--- src/sv/rrts_pkg.sv ---
`timescale 1ns / 1ps

package rrts_pkg;

	localparam int OP_W   = 2;
	localparam int ID_W   = 3;
	localparam int TICK_W = 32;
	localparam int MASK_W = 8;

	typedef enum logic [OP_W-1:0] {
		OP_TICK        = 2'd0,
		OP_SELECT      = 2'd1,
		OP_SET_DELAY   = 2'd2,
		OP_CLEAR_DELAY = 2'd3
	} op_t;

	typedef enum logic [1:0] {
		ST_IDLE,
		ST_TICK,
		ST_SEL,
		ST_DONE
	} state_t;

endpackage

--- src/sv/round_robin_task_selector_with_delays.sv ---
`timescale 1ns / 1ps

// Round-robin task selector with per-task delay counters.
// Input stream (s_*): tuser carries the operation (tick, select, set delay,
// clear delay); tdata carries the task index and the delay target. Every
// input transfer produces exactly one output transfer (m_*) with the running
// task in tdata and the no-eligible-task flag in tuser.
// The task run mask is written on the cfg_* channel, which is always ready;
// it is meant to be written only while no item is in flight.
// Set delay and clear delay go straight to the done state. A tick walks
// every task entry, and a select walks the ring from the task after the
// running one until a task qualifies or all TASK_COUNT entries are seen.
// The next item is taken in the idle state that follows the load of the
// result. Ticks and selects visit the task entries one per cycle through the
// single read port of the elapsed and target stores.
// One item is in flight at a time. A result waits in the output register
// while the receiver stalls; the next item is still taken, but its result is
// held back until the output register is free.
// Reset clears the running task to task 0, all delay marks and counts, and
// the run mask; no clearing pass is needed.
module round_robin_task_selector_with_delays #(
	parameter int TASK_COUNT = 8
) (
	input  logic                                         clk,
	input  logic                                         arst_n,
	input  logic                                         cfg_valid,
	output logic                                         cfg_ready,
	input  logic [rrts_pkg::MASK_W-1:0]                  cfg_data,  // task_run_mask
	input  logic                                         s_tvalid,
	output logic                                         s_tready,
	// [2:0] task_id, [34:3] delay_ticks, [39:35] zero
	input  logic [39:0]                                  s_tdata,
	input  logic [rrts_pkg::OP_W-1:0]                    s_tuser,   // [1:0] operation
	output logic                                         m_tvalid,
	input  logic                                         m_tready,
	output logic [7:0]                                   m_tdata,   // [2:0] current_task
	output logic [0:0]                                   m_tuser    // [0] none_ready
);

	import rrts_pkg::*;

	localparam int IDW = (TASK_COUNT > 1) ? $clog2(TASK_COUNT) : 1;
	localparam int CW  = $clog2(TASK_COUNT + 1);
	localparam int MW  = (TASK_COUNT > MASK_W) ? TASK_COUNT : MASK_W;

	state_t state_q, state_d;

	logic [MASK_W-1:0]     mask_q;
	logic [MW-1:0]         mask_wide;
	logic [TASK_COUNT-1:0] mask_ext;
	logic [IDW-1:0]        running_q;
	logic [TASK_COUNT-1:0] delayed_q;
	logic [TASK_COUNT-1:0] evalid_q;
	logic [CW-1:0]         cnt_q;
	logic [IDW-1:0]        cand_q;
	logic [IDW-1:0]        cand_next;
	logic [IDW-1:0]        run_next;
	logic                  none_q;
	logic                  out_valid_q;
	logic [ID_W-1:0]       out_task_q;
	logic                  out_none_q;

	logic                  vld_s1;
	logic [IDW-1:0]        addr_s1;
	logic [TICK_W-1:0]     el_rd_s1;
	logic [TICK_W-1:0]     tg_rd_s1;

	logic [TICK_W-1:0]     elapsed_mem [TASK_COUNT];
	logic [TICK_W-1:0]     target_mem  [TASK_COUNT];

	logic [ID_W-1:0]       in_id;
	logic [TICK_W-1:0]     in_ticks;
	op_t                   in_op;
	logic                  in_xfer;
	logic                  id_ok;
	logic [IDW-1:0]        id_idx;
	logic                  walk_done;
	logic [IDW-1:0]        rd_addr;
	logic [TICK_W-1:0]     el_val;
	logic                  qualifies;

	logic                  issue;
	logic                  tick_wr;
	logic                  sel_hit;
	logic                  sel_miss;
	logic                  load_out;

	assign in_id    = s_tdata[ID_W-1:0];
	assign in_ticks = s_tdata[ID_W+TICK_W-1:ID_W];
	assign in_op    = op_t'(s_tuser);
	assign in_xfer  = s_tvalid && s_tready;
	assign id_ok    = 32'(in_id) < 32'(TASK_COUNT);
	assign id_idx   = IDW'(in_id);

	// Tasks at or above the mask width have no enable bit.
	assign mask_wide = MW'(mask_q);
	assign mask_ext  = mask_wide[TASK_COUNT-1:0];

	assign cand_next = (cand_q == IDW'(TASK_COUNT - 1)) ? '0 : IDW'(cand_q + 1'b1);
	assign run_next  = (running_q == IDW'(TASK_COUNT - 1)) ? '0 : IDW'(running_q + 1'b1);
	assign walk_done = cnt_q == CW'(TASK_COUNT);
	assign rd_addr   = (state_q == ST_TICK) ? cnt_q[IDW-1:0] : cand_q;

	// An elapsed entry that was never written since reset or since its task was last picked while delayed reads as zero.
	assign el_val    = evalid_q[addr_s1] ? el_rd_s1 : '0;
	assign qualifies = mask_ext[addr_s1] && (!delayed_q[addr_s1] || (el_val >= tg_rd_s1));

	assign cfg_ready = 1'b1;
	assign m_tvalid  = out_valid_q;
	assign m_tdata   = 8'(out_task_q);
	assign m_tuser   = out_none_q;

	always_comb begin
		s_tready = 1'b0;
		issue    = 1'b0;
		tick_wr  = 1'b0;
		sel_hit  = 1'b0;
		sel_miss = 1'b0;
		load_out = 1'b0;
		unique case (state_q)
			ST_IDLE: begin
				s_tready = 1'b1;
			end
			ST_TICK: begin
				issue   = !walk_done;
				tick_wr = vld_s1 && delayed_q[addr_s1];
			end
			ST_SEL: begin
				sel_hit  = vld_s1 && qualifies;
				sel_miss = walk_done && !sel_hit;
				issue    = !walk_done && !sel_hit;
			end
			ST_DONE: begin
				load_out = !out_valid_q || m_tready;
			end
			default: begin
			end
		endcase
	end

	always_comb begin
		state_d = state_q;
		unique case (state_q)
			ST_IDLE: begin
				if (in_xfer) begin
					unique case (in_op)
						OP_TICK:   state_d = ST_TICK;
						OP_SELECT: state_d = ST_SEL;
						default:   state_d = ST_DONE;
					endcase
				end
			end
			ST_TICK: begin
				if (walk_done) begin
					state_d = ST_DONE;
				end
			end
			ST_SEL: begin
				if (sel_hit || sel_miss) begin
					state_d = ST_DONE;
				end
			end
			ST_DONE: begin
				if (load_out) begin
					state_d = ST_IDLE;
				end
			end
			default: begin
				state_d = ST_IDLE;
			end
		endcase
	end

	always_ff @(posedge clk or negedge arst_n) begin
		if (!arst_n) begin
			state_q     <= ST_IDLE;
			mask_q      <= '0;
			running_q   <= '0;
			delayed_q   <= '0;
			evalid_q    <= '0;
			cnt_q       <= '0;
			cand_q      <= '0;
			none_q      <= 1'b0;
			vld_s1      <= 1'b0;
			out_valid_q <= 1'b0;
		end else begin
			state_q <= state_d;
			vld_s1  <= issue;
			if (cfg_valid && cfg_ready) begin
				mask_q <= cfg_data;
			end
			if (in_xfer) begin
				cnt_q  <= '0;
				cand_q <= run_next;
				none_q <= 1'b0;
				if (id_ok && (in_op == OP_SET_DELAY)) begin
					delayed_q[id_idx] <= 1'b1;
				end
				if (id_ok && (in_op == OP_CLEAR_DELAY)) begin
					delayed_q[id_idx] <= 1'b0;
				end
			end
			if (issue) begin
				cnt_q  <= CW'(cnt_q + 1'b1);
				cand_q <= cand_next;
			end
			if (tick_wr) begin
				evalid_q[addr_s1] <= 1'b1;
			end
			if (sel_hit) begin
				running_q <= addr_s1;
				// Only a delayed pick drops its counts; a free task keeps its elapsed count.
				if (delayed_q[addr_s1]) begin
					delayed_q[addr_s1] <= 1'b0;
					evalid_q[addr_s1]  <= 1'b0;
				end
			end
			if (sel_miss) begin
				none_q <= 1'b1;
			end
			if (load_out) begin
				out_valid_q <= 1'b1;
			end else if (m_tready) begin
				out_valid_q <= 1'b0;
			end
		end
	end

	always_ff @(posedge clk) begin
		addr_s1 <= rd_addr;
		if (load_out) begin
			out_task_q <= ID_W'(running_q);
			out_none_q <= none_q;
		end
	end

	// Elapsed and target stores: one write and one registered read per cycle.
	always_ff @(posedge clk) begin
		if (tick_wr) begin
			elapsed_mem[addr_s1] <= el_val + 1'b1;
		end
		el_rd_s1 <= elapsed_mem[rd_addr];
	end

	always_ff @(posedge clk) begin
		if (in_xfer && id_ok && (in_op == OP_SET_DELAY)) begin
			target_mem[id_idx] <= in_ticks;
		end
		tg_rd_s1 <= target_mem[rd_addr];
	end

	a_cnt_range: assert property (@(posedge clk) disable iff (!arst_n)
		32'(cnt_q) <= 32'(TASK_COUNT))
		else $error("walk counter ran past the ring");

	a_running_in_ring: assert property (@(posedge clk) disable iff (!arst_n)
		32'(running_q) < 32'(TASK_COUNT))
		else $error("running task outside the ring");

	a_pick_clears_delay: assert property (@(posedge clk) disable iff (!arst_n)
		(sel_hit && delayed_q[addr_s1]) |=> !delayed_q[running_q] && !evalid_q[running_q])
		else $error("picked task still marked delayed");

	a_tick_keeps_marks: assert property (@(posedge clk) disable iff (!arst_n)
		(state_q == ST_TICK) |=> $stable(delayed_q))
		else $error("delay marks changed during a tick walk");

	a_done_then_output: assert property (@(posedge clk) disable iff (!arst_n)
		(state_q == ST_DONE && load_out) |=> out_valid_q && (state_q == ST_IDLE))
		else $error("finished item did not reach the output register");

endmodule
--- config.mk ---
export PLATFORM = sky130hd
export DESIGN_NAME = round_robin_task_selector_with_delays
export DESIGN_NICKNAME = d
export VERILOG_FILES = /design/src/sv/rrts_pkg.sv /design/src/sv/round_robin_task_selector_with_delays.sv
export SDC_FILE = /design/constraint.sdc
export NUM_CORES = 1
export LEC_CHECK = 0
export ABC_CLOCK_PERIOD_IN_PS = 5700
export BUFFER_PORTS_ARGS = -buffer_cell sky130_fd_sc_hd__clkbuf_2
export CAP_MARGIN = 20
export CELL_PAD_IN_SITES_DETAIL_PLACEMENT = 1
export CELL_PAD_IN_SITES_GLOBAL_PLACEMENT = 1
export CORE_MARGIN = 1
export CORE_UTILIZATION = 45
export DETAILED_ROUTE_END_ITERATION = 8
export PLACE_DENSITY_LB_ADDON = 0.08
export SLEW_MARGIN = 30
export SYNTH_ARGS = -nofsm -noshare
export SYNTH_HDL_FRONTEND = slang
export SYNTH_SLANG_ARGS = --single-unit
export TNS_END_PERCENT = 5
--- constraint.sdc ---
create_clock -name clk -period 5.7 [get_ports clk]
set_clock_uncertainty 0.2 [all_clocks]
set_input_delay 0.57 -clock clk [delete_from_list [all_inputs] [get_ports clk]]
set_output_delay 0.57 -clock clk [all_outputs]
set_load 0.005 [all_outputs]
==> metrics.log, run 1 <==
[metrics] post-route total power: 0.0153 W
[metrics] final hold violation count: 0
[metrics] highest-delay cell along the critical path: sky130_fd_sc_hd__dfxtp_1
[metrics] final setup violation count: 0
[metrics] worst IR drop on VDD: 663 uV
[metrics] final number of max-transition violations: 0
[metrics] number of violations reported at the end of detailed-routing iteration 0: 886
[metrics] number of antenna violations at the first check in global routing: 6
[metrics] Most used DFF post-synth: sky130_fd_sc_hd__edfxtp_1
[metrics] io pins: 67
[metrics] most common cell after layout, fill and taps aside: sky130_fd_sc_hd__nand2_1
[metrics] number of optimization iterations in the first detailed-route pass: 4
[metrics] Final Net Count: 2,277
[metrics] placeable core region: 55,200 um2
[metrics] Tightest Pin Transition: 1.01 ns
[metrics] total CTS buffers: 69
[metrics] GRT Overall Usage: 23.3%
[metrics] mean area per synthesized cell: 11.9 um2
[metrics] outcome: completed
[metrics] post-synthesis instance area: 25,200 um2
[metrics] total of max-cap violations: 0
[metrics] vias post-DR: 16,200
[metrics] power density over the cells: 535 nW/um2
[metrics] placed wire-length estimate after detailed placement: 35.8 mm
[metrics] biggest area consumer among synthesized cells: sky130_fd_sc_hd__edfxtp_1
[metrics] P&R area growth vs syn: 13.6%
[metrics] Lkg Pwr: 10.7 nW
[metrics] total number of H-tree levels: 3
[metrics] initial core utilization: 45.7%
[metrics] share of the cycle needed by the critical path after routing: 89.8%
[metrics] maximum root-to-sink buffer count: 3
[metrics] unrepaired setup endpoints after global routing: no
[metrics] number of buffers and inverters on the critical path: 3
[metrics] pin count of the biggest net entering global routing: 157
[metrics] vertical extent of the die: 239 um
[metrics] cell types occupying the most area after synthesis: sky130_fd_sc_hd__edfxtp_1 61%, sky130_fd_sc_hd__nand2_1 9.1%, sky130_fd_sc_hd__nand3_1 6.7%
[metrics] Worst Path Max Fanout: 20
[metrics] ordered list of cells on the worst path: mux4_2 -> nand2_1 -> buf_4 -> nand2_1 -> inv_1 -> ha_1 -> nand3_1 -> nor3_1 -> buf_4 -> nand3_1 -> nor3_1 -> nand3_1 -> or3_1 -> a21oi_1
[metrics] DRC Markers: 0
[metrics] top-area cell type share of the netlist area: 61.5%
[metrics] Die Outline Area: 57,000 um2
[metrics] fin crit period: 5.12 ns
[metrics] Die W: 239 um
[metrics] post-route ant nets: 0
[metrics] arrival time of the worst setup path: 5.22 ns
[metrics] most frequent CP cell: sky130_fd_sc_hd__nand3_1
[metrics] total negative slack: 0 ns
[metrics] TritonCTS clock tree: built
[metrics] distinct cell type count of the synthesized netlist: 61
[metrics] family of cells with the greatest summed delay on the critical path: simple AND/OR/NAND/NOR gates
[metrics] achievable clock frequency: 195 MHz
[metrics] type of element capturing the critical path: flip-flop
[metrics] Crit path largest cell delay: 0.79 ns
[metrics] via count of the first global-routing pass: 17,200
[metrics] first-pass GRT wire length: 100 mm
[metrics] routed len/inst: 21.5 um
[metrics] element type at the critical path start: flip-flop
[metrics] critical path data required time: 5.80 ns
[metrics] highest-count cells in the layout ignoring fill and taps: 613 x sky130_fd_sc_hd__nand2_1, 516 x sky130_fd_sc_hd__edfxtp_1, 340 x sky130_fd_sc_hd__nand3_1, 73 x sky130_fd_sc_hd__o21ai_0, 69 x sky130_fd_sc_hd__clkbuf_16
[metrics] TritonCTS Sinks: 622
[metrics] final design utilization: 51.9%
[metrics] worst-case hold slack: 0.0339 ns
[metrics] fraction of final layout cells sized beyond drive strength 1: 9.99%
[metrics] proportion of synthesized chip area in sequential cells: 70.7%
[metrics] setup slack after placement: 0.569 ns
[metrics] Clock Tree Root: sky130_fd_sc_hd__clkbuf_16
[metrics] placement row count: 86
[metrics] later-pin clock latency in the skew report: 0.61 ns
[metrics] number of enable flip-flop cells after synthesis: 516
[metrics] Synth Instances: 2,126
[metrics] total of flip-flops plus latches after synthesis: 622
[metrics] remaining global-route overflow: 0
[metrics] post-detailed-route via-to-cell ratio: 5.42
[metrics] type of the worst setup path: reg2reg
[metrics] clock slew seen by the registers of the worst setup and hold paths: 0.06 ns
[metrics] number of setup buffers added after CTS: 0
[metrics] class of the tightest hold or removal check: in2reg
[metrics] count of input and output buffers: 55
[metrics] remaining max-slew budget at the tightest pin: 32.5%
[metrics] Yosys warning count: 0
[metrics] sum of routed wire length over all layers: 64.2 mm
[metrics] worst setup slack after layout: 0.580 ns
[metrics] RD Place Congestion: 0.812
[metrics] share of flip-flops with an asynchronous set or reset after synthesis: 6.27%
## per-layer routing
layer  vias to the layer above  track usage (%)  part of all wire, %
li1                       7574                -                    -
met1                      8221             30.5                   45
met2                       244             39.1                   48
met3                       117             3.76                  3.5
met4                         4             8.61                  2.9
met5                         -                0                0.042
## worst paths after layout
path / start / end / slack, ns / depth (start not counted)
setup / recovery: addr_s1[2] / elapsed_mem[4][28] / 0.58 / 14
hold / removal: s_tdata[11] / target_mem[3][8] / 0.03 / 1
setup reg to reg: addr_s1[2] / elapsed_mem[4][28] / 0.58 / 14
hold reg to reg: mask_ext[1] / mask_ext[1] / 0.30 / 1
max in group asynchronous: arst_n / evalid_q[2] / 4.52 / 3
min in group asynchronous: arst_n / cand_q[2] / 0.27 / 2
## logic make-up (layout without fill, tap and decap cells)
family | count (synthesis) | in the layout | share of synthesized area [%]
AO/OA/AOI/OAI | 134 | 134 | 3.02
flip-flops | 622 | 622 | 70.7
buffers and inverters | 171 | 273 | 2.67
multiplexers | 33 | 33 | 1.55
adder cells (fa/ha/maj) | 42 | 42 | 2.08
AND/OR/NAND/NOR | 1094 | 1094 | 19.0
XOR/XNOR | 28 | 28 | 0.973
other | 2 | 9 | 0.0298
## final cells by class
type / instances / area [um2]
Antenna cell: 3 / 7.51
Fill cell: 5686 / 26600
Sequential cell: 622 / 17800
Inverter: 49 / 194
Clock inverter: 21 / 183
Multi-Input combinational cell: 1337 / 6880
Timing Repair Buffer: 101 / 716
Clock buffer: 102 / 1900
Tap cell: 748 / 936
## where the power goes
part | leakage [nW] | internal, W | total (W) | switching [W]
logic | 4.29 | 0.00168 | 0.00539 | 0.00372
clock network | 1.01 | 0.00241 | 0.00417 | 0.00177
registers | 5.44 | 0.00540 | 0.00575 | 0.000346
## cell usage after synthesis, drive strengths merged, types with 3 or more instances
master / instances
buf: 17
mux2i: 11
nor2: 49
o21a: 4
edfxtp: 516
and3: 7
ha: 42
nand4: 12
nand2b: 7
a31oi: 8
nand3b: 3
mux2: 19
a2bb2oi: 3
nand2: 613
o21ai: 75
nand3: 340
clkbuf: 105
a21oi: 26
xor2: 13
dfrtp: 39
nor3b: 3
nor3: 11
or3: 3
and2: 29
inv: 48
dfxtp: 67
nor2b: 6
nor4: 3
mux4: 3
xnor2: 15
## registers in the layout, indices dropped and copies added (netlist names)
register and cells:
m_tvalid 1, vld_s1 1, none_q 1, addr_s1 3
delayed_q 8, running_q 3, elapsed_mem 256, state_q 2
tg_rd_s1 32, el_rd_s1 32, out_task_q 3, target_mem 256
mask_ext 8, evalid_q 8, cand_q 3, cnt_q 4
m_tuser 1
## what timing repair did
item                                   4_1_cts  5_1_grt
endpoints found under the hold margin       33        0
hold buffers                                10        0
resized for setup                            0        0
## worst reg2reg max path, cell delays in order (launching register included)
cell                      delay (ns)
sky130_fd_sc_hd__dfxtp_1        0.79
sky130_fd_sc_hd__mux4_2         0.42
sky130_fd_sc_hd__nand2_1        0.39
sky130_fd_sc_hd__buf_4          0.25
sky130_fd_sc_hd__nand2_1        0.23
sky130_fd_sc_hd__inv_1          0.12
sky130_fd_sc_hd__ha_1           0.19
sky130_fd_sc_hd__nand3_1        0.16
sky130_fd_sc_hd__nor3_1         0.17
sky130_fd_sc_hd__buf_4          0.16
sky130_fd_sc_hd__nand3_1        0.24
sky130_fd_sc_hd__nor3_1         0.43
sky130_fd_sc_hd__nand3_1        0.19
sky130_fd_sc_hd__or3_1          0.33
sky130_fd_sc_hd__a21oi_1        0.52
## through the flow
step / cell area [um2] / std cells
2_1_floorplan: 25200 / 2130
3_3_place_gp: 26400 / 2846
3_5_place_dp: 26400 / 2847
4_1_cts: 28600 / 2980
5_1_grt: 28600 / 2983
6_report: 28600 / 2983
No activity file was read; power rests on OpenSTA's default activity.
==> run 2, diff against run 1 <==
--- a/config.mk
+++ b/config.mk
@@ -5,6 +5,7 @@
 export SDC_FILE = /design/constraint.sdc
 export NUM_CORES = 1
 export LEC_CHECK = 0
+export ABC_AREA = 1
 export ABC_CLOCK_PERIOD_IN_PS = 5700
 export BUFFER_PORTS_ARGS = -buffer_cell sky130_fd_sc_hd__clkbuf_2
 export CAP_MARGIN = 20
@@ -14,6 +15,7 @@
 export CORE_UTILIZATION = 45
 export DETAILED_ROUTE_END_ITERATION = 8
 export PLACE_DENSITY_LB_ADDON = 0.08
+export SKIP_CTS_REPAIR_TIMING = 1
 export SLEW_MARGIN = 30
 export SYNTH_ARGS = -nofsm -noshare
 export SYNTH_HDL_FRONTEND = slang
==> run 2 against run 1 <==
Effect of this change:
- final cell count down 0.57%
- sequential share of layout area up 0.084 points
- maximum frequency up 14%
- first-iteration DRC count up 0.11%
- count of clock-buffer cells in the layout down 2
- synthesized cell count down 0.80%
- die area down 0.64%
- via count down 1.5%
- sequential cell count unchanged
- clock power up 6.5%
- core utilization about the same
- largest power group is now combinational cells
==> metrics.log, run 2 <==
[metrics] outcome: completed
[metrics] Synth Instances: 2,109 (-0.80%)
[metrics] vertical extent of the die: 238 um (-0.32%)
[metrics] io pins: 67 (unchanged)
[metrics] placement row count: 86 (unchanged)
[metrics] maximum root-to-sink buffer count: 3 (unchanged)
[metrics] GRT Overall Usage: 22.7% (-0.67 points)
[metrics] number of enable flip-flop cells after synthesis: 516 (unchanged)
[metrics] initial core utilization: 45.5% (-0.21 points)
[metrics] power density over the cells: 575 nW/um2 (+7.5%)
[metrics] via count of the first global-routing pass: 16,900 (-1.4%)
[metrics] RD Place Congestion: 0.809 (-0.38%)
[metrics] placeable core region: 55,100 um2 (-0.19%)
[metrics] routed len/inst: 21.0 um (-2.2%)
[metrics] unrepaired setup endpoints after global routing: no
[metrics] class of the tightest hold or removal check: in2reg
[metrics] TritonCTS clock tree: built
[metrics] R2R cell count: 20 (+6)
[metrics] most common cell after layout, fill and taps aside: sky130_fd_sc_hd__nor2_1
[metrics] fin crit period: 4.49 ns (-0.630 ns)
[metrics] Die Outline Area: 56,600 um2 (-0.64%)
[metrics] placed wire-length estimate after detailed placement: 36.1 mm (+0.74%)
[metrics] Clock Tree Root: sky130_fd_sc_hd__clkbuf_16
[metrics] Synth Area in Compound Gates: 9.52% (+6.5 points)
[metrics] setup slack after placement: 1.19 ns (+0.625 ns)
[metrics] final number of max-transition violations: 0 (unchanged)
[metrics] number of optimization iterations in the first detailed-route pass: 5 (+1)
[metrics] worst hold path endpoint: mask_ext[4]
[metrics] Met3 Routed Length: 1.81 mm (-19%)
[metrics] type of the worst setup path: reg2reg
[metrics] total of flip-flops plus latches after synthesis: 622 (unchanged)
[metrics] highest-count cells in the layout ignoring fill and taps: 528 x sky130_fd_sc_hd__nor2_1, 516 x sky130_fd_sc_hd__edfxtp_1, 264 x sky130_fd_sc_hd__o21ai_0, 118 x sky130_fd_sc_hd__inv_1, 84 x sky130_fd_sc_hd__nand2_1
[metrics] Worst Path Max Fanout: 26 (+30%)
[metrics] sum of routed wire length over all layers: 62.4 mm (-2.8%)
[metrics] number of antenna violations at the first check in global routing: 3 (-3)
[metrics] worst hold path stage count: 2 (+1)
[metrics] Synth Area in XOR/XNOR: 1.05% (+0.076 points)
[metrics] count of input and output buffers: 55 (unchanged)
[metrics] post-synthesis share of cell area spent on full adders, half adders and majority gates: 2.10% (+0.014 points)
[metrics] Lkg Pwr: 10.3 nW (-3.8%)
[metrics] P&R area growth vs syn: 14.1%
[metrics] post-synthesis instance area: 25,000 um2 (-0.65%)
[metrics] total negative slack: 0 ns (unchanged)
[metrics] share of flip-flops with an asynchronous set or reset after synthesis: 6.27% (unchanged)
[metrics] distinct cell type count of the synthesized netlist: 42 (-31%)
[metrics] Yosys warning count: 0 (unchanged)
[metrics] achievable clock frequency: 223 MHz (+14%)
[metrics] worst IR drop on VDD: 588 uV (-11%)
[metrics] DRC Markers: 0 (unchanged)
[metrics] simple-gate area share of the yosys netlist: 12.2% (-6.8 points)
[metrics] placed cells: 2,832 (-0.53%)
[metrics] biggest area consumer among synthesized cells: sky130_fd_sc_hd__edfxtp_1
[metrics] arrival time of the worst setup path: 4.77 ns (-0.45 ns)
[metrics] final setup violation count: 0 (unchanged)
[metrics] share of the cycle needed by the critical path after routing: 78.8% (-11 points)
[metrics] mean area per synthesized cell: 11.9 um2 (+0.15%)
[metrics] detailed-route wire length on metal 1: 28.7 mm (-0.98%)
[metrics] Final Net Count: 2,260 (-0.75%)
[metrics] worst r2r src: addr_s1[0]
[metrics] top-area cell type share of the netlist area: 61.9% (+0.40 points)
[metrics] final hold violation count: 0 (unchanged)
[metrics] total of max-cap violations: 0 (unchanged)
[metrics] fraction of final layout cells sized beyond drive strength 1: 11.5% (+1.6 points)
[metrics] WL met2: 30.7 mm (-1.3%)
[metrics] post-route total power: 0.0164 W (+7.4%)
[metrics] most frequently used cell type in the post-synthesis netlist: sky130_fd_sc_hd__nor2_1
[metrics] capture instance of the worst register-to-register path: cnt_q[1]
[metrics] Tightest Pin Transition: 0.911 ns (-0.102 ns)
[metrics] min-delay src: cfg_data[4]
[metrics] number of violations reported at the end of detailed-routing iteration 0: 887 (+0.11%)
[metrics] type of element capturing the critical path: flip-flop
[metrics] most instantiated cells after synthesis: 543 x sky130_fd_sc_hd__nor2_1, 516 x sky130_fd_sc_hd__edfxtp_1, 266 x sky130_fd_sc_hd__o21ai_0
[metrics] Die W: 238 um (-0.32%)
[metrics] largest registers: elapsed_mem: 256 flops, target_mem: 256 flops
[metrics] total CTS buffers: 69 (unchanged)
[metrics] post-detailed-route via-to-cell ratio: 5.37 (-0.92%)
[metrics] worst setup slack after layout: 1.21 ns (+0.630 ns)
[metrics] max layer used: met5
[metrics] proportion of synthesized chip area in sequential cells: 71.1% (+0.46 points)
[metrics] cell types occupying the most area after synthesis: sky130_fd_sc_hd__edfxtp_1 62%, sky130_fd_sc_hd__nor2_1 8.1%, sky130_fd_sc_hd__dfxtp_1 5.4%
[metrics] post-route ant nets: 0 (unchanged)
[metrics] pin count of the biggest net entering global routing: 130 (-17%)
[metrics] TritonCTS Sinks: 622 (unchanged)
[metrics] first-pass GRT wire length: 97.6 mm (-2.4%)
[metrics] total number of H-tree levels: 3 (unchanged)
[metrics] vias post-DR: 15,900 (-1.5%)
[metrics] later-pin clock latency in the skew report: 0.61 ns (about the same)
[metrics] multiplexer share of the synthesized area: 0.270% (-1.3 points)
[metrics] critical path data required time: 5.98 ns (+0.18 ns)
[metrics] Non-Filler Instances: 2,966 (-0.57%)
[metrics] combinational family with the most area after synthesis: simple AND/OR/NAND/NOR gates
[metrics] Most used DFF post-synth: sky130_fd_sc_hd__edfxtp_1
[metrics] remaining max-slew budget at the tightest pin: 39.1% (+6.6 points)
[metrics] element type at the critical path start: flip-flop
[metrics] remaining global-route overflow: 0 (unchanged)
[metrics] reg2reg setup slack: 1.21 ns (+0.63 ns)
[metrics] clock slew seen by the registers of the worst setup and hold paths: 0.06 ns (about the same)
-- run 2: cell types whose count changed after synthesis, sizes merged, moves of 11 or more --
cell	change
o22ai	+67
nand2	-519
inv	+79
mux2	-13
a31oi	+57
nor2	+515
mux2i	-11
and2	-29
nand3	-310
o21ai	+193
-- run 2: critical path, stage by stage, from the launching register on --
cell and delay, ns:
sky130_fd_sc_hd__dfxtp_1 0.53, sky130_fd_sc_hd__inv_1 0.23, sky130_fd_sc_hd__nand4_1 0.14, sky130_fd_sc_hd__nand2_1 0.08, sky130_fd_sc_hd__nor2_2 0.21, sky130_fd_sc_hd__nand2_8 0.15, sky130_fd_sc_hd__inv_4 0.35, sky130_fd_sc_hd__nor2_1 0.22
sky130_fd_sc_hd__ha_1 0.34, sky130_fd_sc_hd__a21oi_1 0.15, sky130_fd_sc_hd__nor2_1 0.05, sky130_fd_sc_hd__a211oi_1 0.23, sky130_fd_sc_hd__o21ai_0 0.13, sky130_fd_sc_hd__a211oi_1 0.28, sky130_fd_sc_hd__nand2_1 0.22, sky130_fd_sc_hd__nand2_2 0.18
sky130_fd_sc_hd__nand2_1 0.12, sky130_fd_sc_hd__nand2_2 0.17, sky130_fd_sc_hd__nand2_2 0.16, sky130_fd_sc_hd__nand3_1 0.12, sky130_fd_sc_hd__nand2_1 0.07
-- run 2: per-layer routing --
layer / track usage [%] / up-vias
li1: - / 7531
met1: 30.1 / 8078
met2: 38.5 / 214
met3: 3.67 / 93
met4: 6.39 / 4
met5: 0 / -
-- run 2: how the worst max path moves through the flow --
stage	slack (ns)	from	cells past startpoint	to
after floorplan	1.78	state_q[0]	6	target_mem[6][0]
after global placement	1.34	addr_s1[0]	20	cnt_q[2]
after detailed placement	1.19	addr_s1[0]	20	cnt_q[1]
after CTS	1.15	addr_s1[0]	20	cnt_q[1]
after global routing	0.86	addr_s1[0]	20	cnt_q[0]
final	1.21	addr_s1[0]	20	cnt_q[1]
-- run 2: per-stage QoR --
stage	utilization (%)	area, um2	hold WS, ns
finish	51.9	28600	0.0159
global route	51.9	28600	0.00681
CTS	51.7	28500	-0.217
detailed placement	47.7	26300	0.251
global placement	47.7	26300	0.248
floorplan	-	25100	0.0744
-- run 2: cells by family (layout without fill, tap and decap cells) --
logic type | count (synthesis) | in the layout
fa+ha+maj | 42 | 42
compound gates | 436 | 436
xor+xnor | 30 | 30
simple gates | 732 | 732
buf+inv | 239 | 343
mux | 6 | 6
flops | 622 | 622
other cells | 2 | 7
-- run 2: where the power goes --
| part | internal, W | switching (W) | total, W |
|---|---|---|---|
| registers | 0.00563 | 0.000261 | 0.00589 |
| clock network | 0.00265 | 0.00179 | 0.00444 |
| logic | 0.00175 | 0.00436 | 0.00611 |
| total | 0.0100 | 0.00641 | 0.0164 |
-- run 2: cell type report --
class	instances	area [um2]
Sequential cell	622	17800
Timing Repair Buffer	91	643
Multi-Input combinational cell	1252	6460
Fill cell	5675	26500
Antenna cell	1	2.50
Clock inverter	25	309
Inverter	127	487
Tap cell	748	936
Clock buffer	100	1940
